===== src/design/psd_pkg.sv =====
// psd_pkg: shared constants and types for the point-to-segment distance pipeline
// no dependencies; imported by psd_div, psd_sqrt and point_segment_distance
`timescale 1ns / 1ps
`default_nettype none
package psd_pkg;

    // default coordinate fraction bits (Q2.FRAC_BITS inputs)
    localparam int FRAC_BITS_DEF = 14;

    // fraction bits of the projection ratio h
    localparam int H_BITS = 16;

    // how the projection ratio is formed
    typedef enum logic [1:0] {
        H_SEL_ZERO = 2'd0,
        H_SEL_ONE  = 2'd1,
        H_SEL_DIV  = 2'd2
    } h_sel_t;

endpackage
`default_nettype wire


===== src/design/psd_div.sv =====
// psd_div: pipelined restoring divider, one quotient bit per stage
// gives floor(num * 2^H_BITS / den) for 0 < num < den; uses psd_pkg
`timescale 1ns / 1ps
`default_nettype none
module psd_div #(
    parameter int N_W    = 35,
    parameter int SIDE_W = 70
) (
    input  wire logic                        aclk,
    input  wire logic                        aresetn,
    input  wire logic                        en,
    input  wire logic                        in_valid,
    input  wire logic [N_W-1:0]              num,
    input  wire logic [N_W-1:0]              den,
    input  wire logic [SIDE_W-1:0]           side_in,
    output logic                             out_valid,
    output logic [psd_pkg::H_BITS-1:0]       quot,
    output logic [SIDE_W-1:0]                side_out
);
    import psd_pkg::*;

    logic [H_BITS:0]             vld_reg;
    logic [H_BITS:0][N_W:0]      rem_reg;
    logic [H_BITS:0][N_W-1:0]    den_reg;
    logic [H_BITS:0][H_BITS-1:0] q_reg;
    logic [H_BITS:0][SIDE_W-1:0] side_reg;

    // stage zero is the input word
    assign vld_reg[0]  = in_valid;
    assign rem_reg[0]  = {1'b0, num};
    assign den_reg[0]  = den;
    assign q_reg[0]    = '0;
    assign side_reg[0] = side_in;

    for (genvar k = 0; k < H_BITS; k++) begin : g_stage
        logic [N_W:0] trial;
        logic         ge;

        // shift remainder, try subtracting the divisor
        assign trial = {rem_reg[k][N_W-1:0], 1'b0};
        assign ge    = (trial >= {1'b0, den_reg[k]});

        always_ff @(posedge aclk) begin
            if (!aresetn) begin
                vld_reg[k+1] <= 1'b0;
            end else if (en) begin
                vld_reg[k+1] <= vld_reg[k];
            end
        end

        always_ff @(posedge aclk) begin
            if (en) begin
                rem_reg[k+1]  <= ge ? (trial - {1'b0, den_reg[k]}) : trial;
                den_reg[k+1]  <= den_reg[k];
                q_reg[k+1]    <= {q_reg[k][H_BITS-2:0], ge};
                side_reg[k+1] <= side_reg[k];
            end
        end
    end

    assign out_valid = vld_reg[H_BITS];
    assign quot      = q_reg[H_BITS];
    assign side_out  = side_reg[H_BITS];

endmodule
`default_nettype wire


===== config.mk =====
export PLATFORM = sky130hd
export DESIGN_NAME = psd_div
export DESIGN_NICKNAME = d
export VERILOG_FILES = /design/src/design/psd_pkg.sv /design/src/design/psd_div.sv
export SDC_FILE = /design/constraint.sdc
export NUM_CORES = 2
export LEC_CHECK = 0
export BUFFER_PORTS_ARGS = -buffer_cell sky130_fd_sc_hd__buf_2
export CAP_MARGIN = 5
export CORE_MARGIN = 3
export CORE_UTILIZATION = 45
export CTS_BUF_LIST = sky130_fd_sc_hd__clkbuf_4
export DETAILED_ROUTE_END_ITERATION = 8
export SLEW_MARGIN = 15
export SYNTH_ARGS = -nofsm -noshare
export SYNTH_HDL_FRONTEND = slang
export SYNTH_SLANG_ARGS = --single-unit

===== constraint.sdc =====
create_clock -name aclk -period 9.2 [get_ports aclk]
set_input_delay 2.76 -clock aclk [delete_from_list [all_inputs] [get_ports aclk]]
set_output_delay 2.76 -clock aclk [all_outputs]
set_load 0.03 [all_outputs]

==> reports/qor.txt <==
Status - finished clean
Global-route wire length before repair - 312800 um
VDD IR max - 0.1331 mV
Synth Area in Compound Gates - 0.1140
Yosys warns - 0
Crit share post-route - 0.5630
Fmax achieved - 193.1 MHz
Post-Synth XOR/XNOR Area - 0.03628
HP Start - side_reg[207]
Worst Tran Pin Value - 999.3 ps
CTS tree - done
Largest net degree at the start of global routing - 185
Final instance area - 116700 um^2
DR vias/cell - 5.138
DRT iter0 DRCs - 2996
Top cells by area, synth - edfxtp_1 66%, ha_1 6.7%, a21oi_1 2.8%, inv_1 2.5%, o21ai_0 2.2%
Async S/R FF share, synth - 0
Final worst slack - 4021 ps
Placed Cells incl. Taps - 10.89k
Setup TNS - 0 ps
Hold crit path type - flip-flop to flip-flop
Initial antenna violation count - 2
Pre-CTS setup slack - 2685 ps
Max FFs per register - 1050
I/O Buffers - 230
Post-synthesis cell count - 7820
Psw - 0.01208 W
Post-route minimum period - 5179 ps
Critical path arrival - 6250 ps
Final Max Tran Viols - 0
Total CTS buffers - 619
Seq/Total Area, Yosys - 0.6624
DRT Pass-1 Iters - 7
GR Util All Layers - 0.1617
Core Box Area - 231000 um^2
Met3 GRT Util - 0.03431
Layout cells sized above 1 - 0.1543
Pwr Density - 308.7 nW/um^2
Yosys cell types - 103
Drt total wl - 194800 um
Post-synth EDFFs - 2306
Hold buffer count at cts - 0
Seq pwr share - 0.415
Final ANT Viol Nets - 0
Die Height - 489.1 um
Syn Std Cell Area - 105000 um^2
Area leader, netlist - edfxtp_1
Worst r2r src - den_reg[490]
IO Count - 231
Postcts setup bufs - 0
Net Count, Synth - 8538
Placed inst area - 109100 um^2
Final Non-Filler Cells - 11.92k
Syn Area/Cell - 13.43 um^2
Initial Util - 0.4546
Multiplexer share of the synthesized area - 0.009174
Adder-Cell Fraction of Synth Area - 0.06946
Clock power frac - 0.238
Row Count - 176
# fillers - 19.93k
Hold slack - 357.8 ps
Num Clock Sinks - 2322
Clock transition at path regs - 70 ps
Die Area - 239200 um^2
Via Count - 61.25k
Unrepaired setup endpoints after global routing - false
Setup Skew - 125.7 ps
Simple-gate share of the synthesized area - 0.06990
H-tree depth - 6
Drc violations - 0
GR peak layer - met2
Commonest non-fill, non-tap cell in the layout - edfxtp_1
Crit end category - flip-flop
CTS Buffer Depth - 4
Worst skew pair latency - 1350 ps
Worst-path fanout max - 51
Data required, critical path - 10270 ps
Most frequent cells in the layout - 2306 x edfxtp_1, 881 x clkbuf_4, 702 x inv_1, 589 x a21oi_1, 559 x ha_1
Max_cap viols - 0
Top-area cell type share of the netlist area - 0.6594
Post-CTS sizing - 0
Most used DFF post-synth - edfxtp_1
Final setup fails - 0
FF+latch count, synth - 2322
CTS Root Cell - clkbuf_4
Largest family of logic cells by synthesized area - compound AO/OA/AOI/OAI gates
P_leak - 46.29 nW
Mean routed wirelength per cell - 16.34 um
CP Launch Type - primary input
Gate power share - 0.346
GRT overflow - 0
Gpl congestion - 0.9109
NumNets Final - 9200
Vias in the first global route - 63.45k
CP Class - primary input to flip-flop
Cell internal pwr - 0.02394 W
Area grow syn2layout - 11.12%
Post-DP HPWL - 137200 um
GRT met1 Usage - 0.1741
Met2 usage - 0.2877
Worst setup path start - den[0]
Switching part of the total power - 0.3354
Slew headroom - 0.3338
Final Hold Viols - 0
Die width - 489.1 um
-- cell families after synthesis --
logic type	count (synthesis)
AOI/OAI and AO/OA	1888
adders and majority gates	574
buffers and inverters	948
muxes	84
DFF	2322
and+or+nand+nor	1569
xor gates and xnor gates	435
-- final timing paths --
| path | to | slack, ps | cells past startpoint |
|---|---|---|---|
| worst min register to register | side_reg[277] | 360 | 0 |
| worst max register to register | g_stage[15].trial[21] | 4760 | 13 |
| worst max-delay path | g_stage[1].trial[2] | 4020 | 12 |
| worst min-delay path | side_reg[277] | 360 | 0 |
-- stage by stage --
step	total power (W)	utilization
2_1_floorplan	0.02451	-
3_3_place_gp	0.02734	0.4725
3_5_place_dp	0.02758	0.4725
4_1_cts	0.03649	0.5051
5_1_grt	0.03875	0.5052
6_report	0.03602	0.5052
-- power groups by stage --
stage | Sequential (W) | Clock [W] | Combinational [W]
2_1_floorplan | 0.0148 | 0 | 0.00967
3_3_place_gp | 0.0152 | 0 | 0.0122
3_5_place_dp | 0.0152 | 0 | 0.0124
4_1_cts | 0.0150 | 0.00906 | 0.0125
5_1_grt | 0.0151 | 0.00963 | 0.0140
6_report | 0.0150 | 0.00859 | 0.0125
-- cells in the mapped netlist, drive strengths merged, types with 46 or more instances --
cell type and n:
clkbuf 82, a21oi 594, nand2b 75, nand4 91
o21bai 67, nand2 522, mux2 65, a21o 282
a211oi 54, nor2 449, nor2b 56, and3 48
nand3 91, xor2 189, nor3 85, o21ai 475
ha 559, edfxtp 2306, a31oi 46, inv 710
xnor2 246, buf 156, o31ai 48, o21a 76
-- layout make-up --
class,count,area (um^2),share of cell area
Inverter,710,2665,0.02284
Timing Repair Buffer,279,1684,0.01443
Clock buffer,881,6614,0.05668
Multi-Input combinational cell,4550,31440,0.2694
Antenna cell,8,20.02,0.0001715
Sequential cell,2322,69570,0.5961
Tap cell,3026,3786,0.03244
Clock inverter,146,918.4,0.007870
-- critical path, cell delays in order --
cell and delay, ps:
buf_2 100, inv_1 80, fa_1 450, a211oi_1 330, o21a_1 230, nor3_1 80, o21ai_1 300, a211oi_1 200
nor4b_2 600, o31a_2 250, buf_4 420, mux2_1 380
-- per-layer routing --
| layer | part of all wire | routed length, um | up-vias |
|---|---|---|---|
| met1 | 0.39 | 76790 | 28580 |
| met5 | 0 | 0 | - |
| met3 | 0.041 | 8023 | 615 |
| met2 | 0.51 | 98540 | 1456 |
| met4 | 0.059 | 11400 | 0 |
| li1 | - | - | 30610 |
No activity file was read; power rests on OpenSTA's default activity.
