$ cat src/design/psd_pkg.sv
// psd_pkg: shared constants and types for the point-to-segment distance pipeline
// no dependencies; imported by psd_div, psd_sqrt and point_segment_distance
`timescale 1ns / 1ps
`default_nettype none
package psd_pkg;

    // default coordinate fraction bits (Q2.FRAC_BITS inputs)
    localparam int FRAC_BITS_DEF = 14;

    // fraction bits of the projection ratio h
    localparam int H_BITS = 16;

    // how the projection ratio is formed
    typedef enum logic [1:0] {
        H_SEL_ZERO = 2'd0,
        H_SEL_ONE  = 2'd1,
        H_SEL_DIV  = 2'd2
    } h_sel_t;

endpackage
`default_nettype wire

$ cat src/design/psd_sqrt.sv
// psd_sqrt: pipelined integer square root, one root bit per stage
// gives floor(sqrt(rad)); uses psd_pkg
`timescale 1ns / 1ps
`default_nettype none
module psd_sqrt #(
    parameter int SQ_W = 39,
    parameter int R_W  = 20
) (
    input  wire logic            aclk,
    input  wire logic            aresetn,
    input  wire logic            en,
    input  wire logic            in_valid,
    input  wire logic [SQ_W-1:0] rad,
    output logic                 out_valid,
    output logic [R_W-1:0]       root
);
    import psd_pkg::*;

    localparam int T_W = 2 * R_W + 2;

    logic [R_W:0]            vld_reg;
    logic [R_W:0][T_W-1:0]   rem_reg;
    logic [R_W:0][R_W-1:0]   root_reg;

    assign vld_reg[0]  = in_valid;
    assign rem_reg[0]  = T_W'(rad);
    assign root_reg[0] = '0;

    for (genvar k = 0; k < R_W; k++) begin : g_stage
        localparam int BIT = R_W - 1 - k;
        logic [T_W-1:0] test;
        logic           ge;

        // (2r + 2^i) * 2^i against the running remainder
        assign test = (T_W'(root_reg[k]) << (BIT + 1)) + (T_W'(1) << (2 * BIT));
        assign ge   = (rem_reg[k] >= test);

        always_ff @(posedge aclk) begin
            if (!aresetn) begin
                vld_reg[k+1] <= 1'b0;
            end else if (en) begin
                vld_reg[k+1] <= vld_reg[k];
            end
        end

        always_ff @(posedge aclk) begin
            if (en) begin
                rem_reg[k+1]  <= ge ? (rem_reg[k] - test) : rem_reg[k];
                root_reg[k+1] <= root_reg[k] | (ge ? (R_W'(1) << BIT) : '0);
            end
        end
    end

    assign out_valid = vld_reg[R_W];
    assign root      = root_reg[R_W];

endmodule
`default_nettype wire
$ cat config.mk
export PLATFORM = sky130hd
export DESIGN_NAME = psd_sqrt
export DESIGN_NICKNAME = d
export VERILOG_FILES = /design/src/design/psd_pkg.sv /design/src/design/psd_sqrt.sv
export SDC_FILE = /design/constraint.sdc
export NUM_CORES = 1
export LEC_CHECK = 0
export ABC_AREA = 1
export BUFFER_PORTS_ARGS = -buffer_cell sky130_fd_sc_hd__buf_2
export CAP_MARGIN = 20
export CORE_UTILIZATION = 45
export CTS_CLUSTER_DIAMETER = 40
export DETAILED_ROUTE_END_ITERATION = 6
export GPL_TIMING_DRIVEN = 0
export PLACE_DENSITY_LB_ADDON = 0.3
export SYNTH_ARGS = -nofsm -noshare
export SYNTH_HDL_FRONTEND = slang
export SYNTH_SLANG_ARGS = --single-unit
$ cat constraint.sdc
create_clock -name aclk -period 2.84 [get_ports aclk]
set_input_delay 0.142 -clock aclk [delete_from_list [all_inputs] [get_ports aclk]]
set_output_delay 0.142 -clock aclk [all_outputs]
set_load 0.05 [all_outputs]
==> metrics.yaml <==
synth_cells: 6180
endpoint_kind: "flip-flop"
whs_endpoint: "rem_reg[45]$_DFFE_PP_"
placed_area_mm2: 0.0586
drv_cap: 0
cp.arrival_ns: 3.37
swShare_pct: 30.7
clk_latency_ns: 0.78
dieHeight_um: 355
drtIter0Drc: 3773
hold_path_class: "input port to flip-flop"
ctsRootBufferMaster: "clkbuf_16"
finalPower_uw: 47500
drive_above_1_share_pct: 8.39
r2r_slack_ns: 0.04
ys_types: 58
cp-startpoint: "root_reg[257]$_DFFE_PP_"
powerDensity_mw_per_mm2: 741
finalSetupViolCount: 0
min_period_ns: 2.80
drc: 0
final_cell_mix: "1729 x nand2_1, 1006 x edfxtp_1, 907 x inv_1"
gp_congestion: 0.940
syn_avg_cell_area_um2: 9.06
synth-compound-area-share_pct: 6.56
power.switching_uw: 14600
fp-row-count: 129
fin_ws_ns: 0.0449
grt_pass1_wl_um: 222000
irDropWorstVdd_mv: 0.650
min_path_cells: 2
areaGrowthSynthToFinish_pct: 14.3
vias: 42000
grt_pass1_vias: 39900
die_w_um: 355
initial_utilization_pct: 45.3
r2r-start: "root_reg[257]$_DFFE_PP_"
period_share_pct: 98.4
criticalPathCategory: "flip-flop to flip-flop"
hp-start: "rad[3]"
p_leak_uw: 0.0271
ys_seq_area_share_pct: 54.6
drt_wl_total_um: 143000
synth_xor_xnor_area_share_pct: 3.49
core_area_mm2: 0.124
nets: 6715
grt_max_degree: 138
p_int_uw: 32900
antenna_found_initial: 0
slew_headroom_pct: 38.4
synth_area_leader_cell: "edfxtp_1"
dieArea_mm2: 0.126
slew_viol_final: 0
tightest_slew_ns: 0.915
synth_top_family_by_area: "simple AND/OR/NAND/NOR gates"
combPwrFrac_pct: 19.6
yosys.area.top_type_share_pct: 53.9
synth-simple-area-share_pct: 23.3
pwr-share-seq_pct: 42.4
cts.path.max_buffers: 3
clock_sinks: 1026
muxShareOfSynthArea_pct: 0
drt_first_pass_iters: 6
io_buffers: 61
cp_data_required_time_ns: 3.41
post-dp-hpwl_um: 113000
wl_per_cell_um: 17.5
synth.area.top_cells: "edfxtp_1 54%, nand2_1 12%, inv_1 6.1%, ha_1 5.0%, nor2_1 4.7%"
clk_pin_slew_worst_paths_ns: 0.06
syn-cell-area_mm2: 0.0560
largest_reg_flops: 796
cts_tree: "built"
layout_commonest_cell: "nand2_1"
ant_nets: 0
numCtsBuffers: 146
outcome: "finished clean"
groute.usage.overall_pct: 22.7
cts_htree_levels: 4
clockPowerShare_pct: 38.0
r2r_cells: 11
yosys_warnings: 0
timing.hold.ws_ns: 0.0626
skew_ns: 0.0373
ios: 64
max_freq_ghz: 0.358
post_synth_fa_ha_maj_area_fraction_pct: 5.05
ys_ff_latch: 1026
worstPathMaxFanout: 10
fin_area_mm2: 0.0641
post-place-ws_ns: -0.0800
vias_per_cell: 5.12
gr-total-overflow: 0
report.final.hold_viol_count: 0
timing.rr.end: "rem_reg[585]$_DFFE_PP_"
start_kind: "flip-flop"
## routing by layer
layer	GRT usage, %	vias up	share of wire, %
met3	3.21	198	5.8
met4	7.24	0	2.6
met1	31.6	19600	45
li1	-	21000	-
met2	36.8	1197	46
met5	0	-	0
## final cells by class
cell class / instances / area, um2
Clock buffer: 162 / 3760
Multi-Input combinational cell: 4180 / 21500
Tap cell: 1637 / 2050
Buffer: 52 / 424
Clock inverter: 107 / 1200
Antenna cell: 1 / 2.50
Sequential cell: 1026 / 30600
Inverter: 923 / 3470
Fill cell: 11400 / 59600
Timing Repair Buffer: 117 / 1000
## cells in the mapped netlist (all sizes together)
| cell | instances |
|---|---|
| nand2 | 1747 |
| edfxtp | 1006 |
| inv | 921 |
| nor2 | 730 |
| a21oi | 298 |
| nand3 | 291 |
| o21ai | 259 |
| ha | 226 |
| xor2 | 116 |
| xnor2 | 107 |
| nor3 | 98 |
| nand4 | 96 |
| nor4 | 57 |
| buf | 44 |
| nand3b | 43 |
| or2 | 21 |
| dfxtp | 20 |
| o21bai | 18 |
| a21o | 13 |
| a21boi | 9 |
| and3 | 9 |
| clkbuf | 8 |
| o21a | 8 |
| a211oi | 6 |
| o211ai | 6 |
| and2 | 5 |
| o2111ai | 4 |
| a31oi | 3 |
| nor3b | 3 |
| clkinv | 2 |
| a311oi | 1 |
| conb | 1 |
| nor2b | 1 |
| nor4b | 1 |
| o311ai | 1 |
| or3 | 1 |
## timing repair
action | CTS | global route
cloned | 0 | 0
buffers inserted | 2 | 3
pin swaps | 2 | 2
hold endpoints to repair | 149 | 0
endpoints found under the setup margin | 14 | 36
gates resized for setup | 2 | 15
hold buffers | 43 | 0
## worst max-delay path: stages, from the launching register on
cell and delay [ns]:
edfxtp_1 0.45, inv_1 0.07, ha_1 0.34, nand2_1 0.13, nor2_1 0.24, nand3_1 0.15, nor2_2 0.25, nand4_1 0.27
nand2_1 0.16, nor2_1 0.08, buf_2 0.20, a21oi_1 0.26
## metrics by stage
| step | util [%] | cells | TNS [ns] |
|---|---|---|---|
| after floorplan | - | 6181 | 0 |
| after global placement | 47.2 | 7879 | - |
| after detailed placement | 47.4 | 7887 | -0.805 |
| after CTS | 51.8 | 8201 | 0 |
| after global routing | 51.8 | 8204 | -0.0335 |
| final | 51.8 | 8205 | 0 |
## how the worst max path moves through the flow
| stage | endpoint | slack (ns) | cells after the start |
|---|---|---|---|
| after floorplan | rem_reg[244]$_DFFE_PP_ | 0.76 | 8 |
| after global placement | rem_reg[784]$_DFFE_PP_ | -13.78 | 1 |
| after detailed placement | rem_reg[577]$_DFFE_PP_ | -0.08 | 11 |
| after CTS | rem_reg[812]$_DFFE_PP_ | 0.008 | 11 |
| after global routing | rem_reg[812]$_DFFE_PP_ | -0.02 | 14 |
| final | rem_reg[585]$_DFFE_PP_ | 0.04 | 11 |
## logic make-up after synthesis
| group | after synthesis |
|---|---|
| AND/OR/NAND/NOR | 3103 |
| flip-flops | 1026 |
| buffers and inverters | 975 |
| AO/OA/AOI/OAI | 626 |
| adder cells (fa/ha/maj) | 226 |
| XOR/XNOR | 223 |
| other | 1 |
## power groups by stage
stage	sequential, uW	combinational [uW]	clock (uW)
finish	20100	9300	18100
global route	20300	10500	19000
CTS	20100	9230	18400
detailed placement	20400	9120	0
global placement	20800	9020	0
floorplan	19800	6620	0
Power figures use the tool's default switching activity.
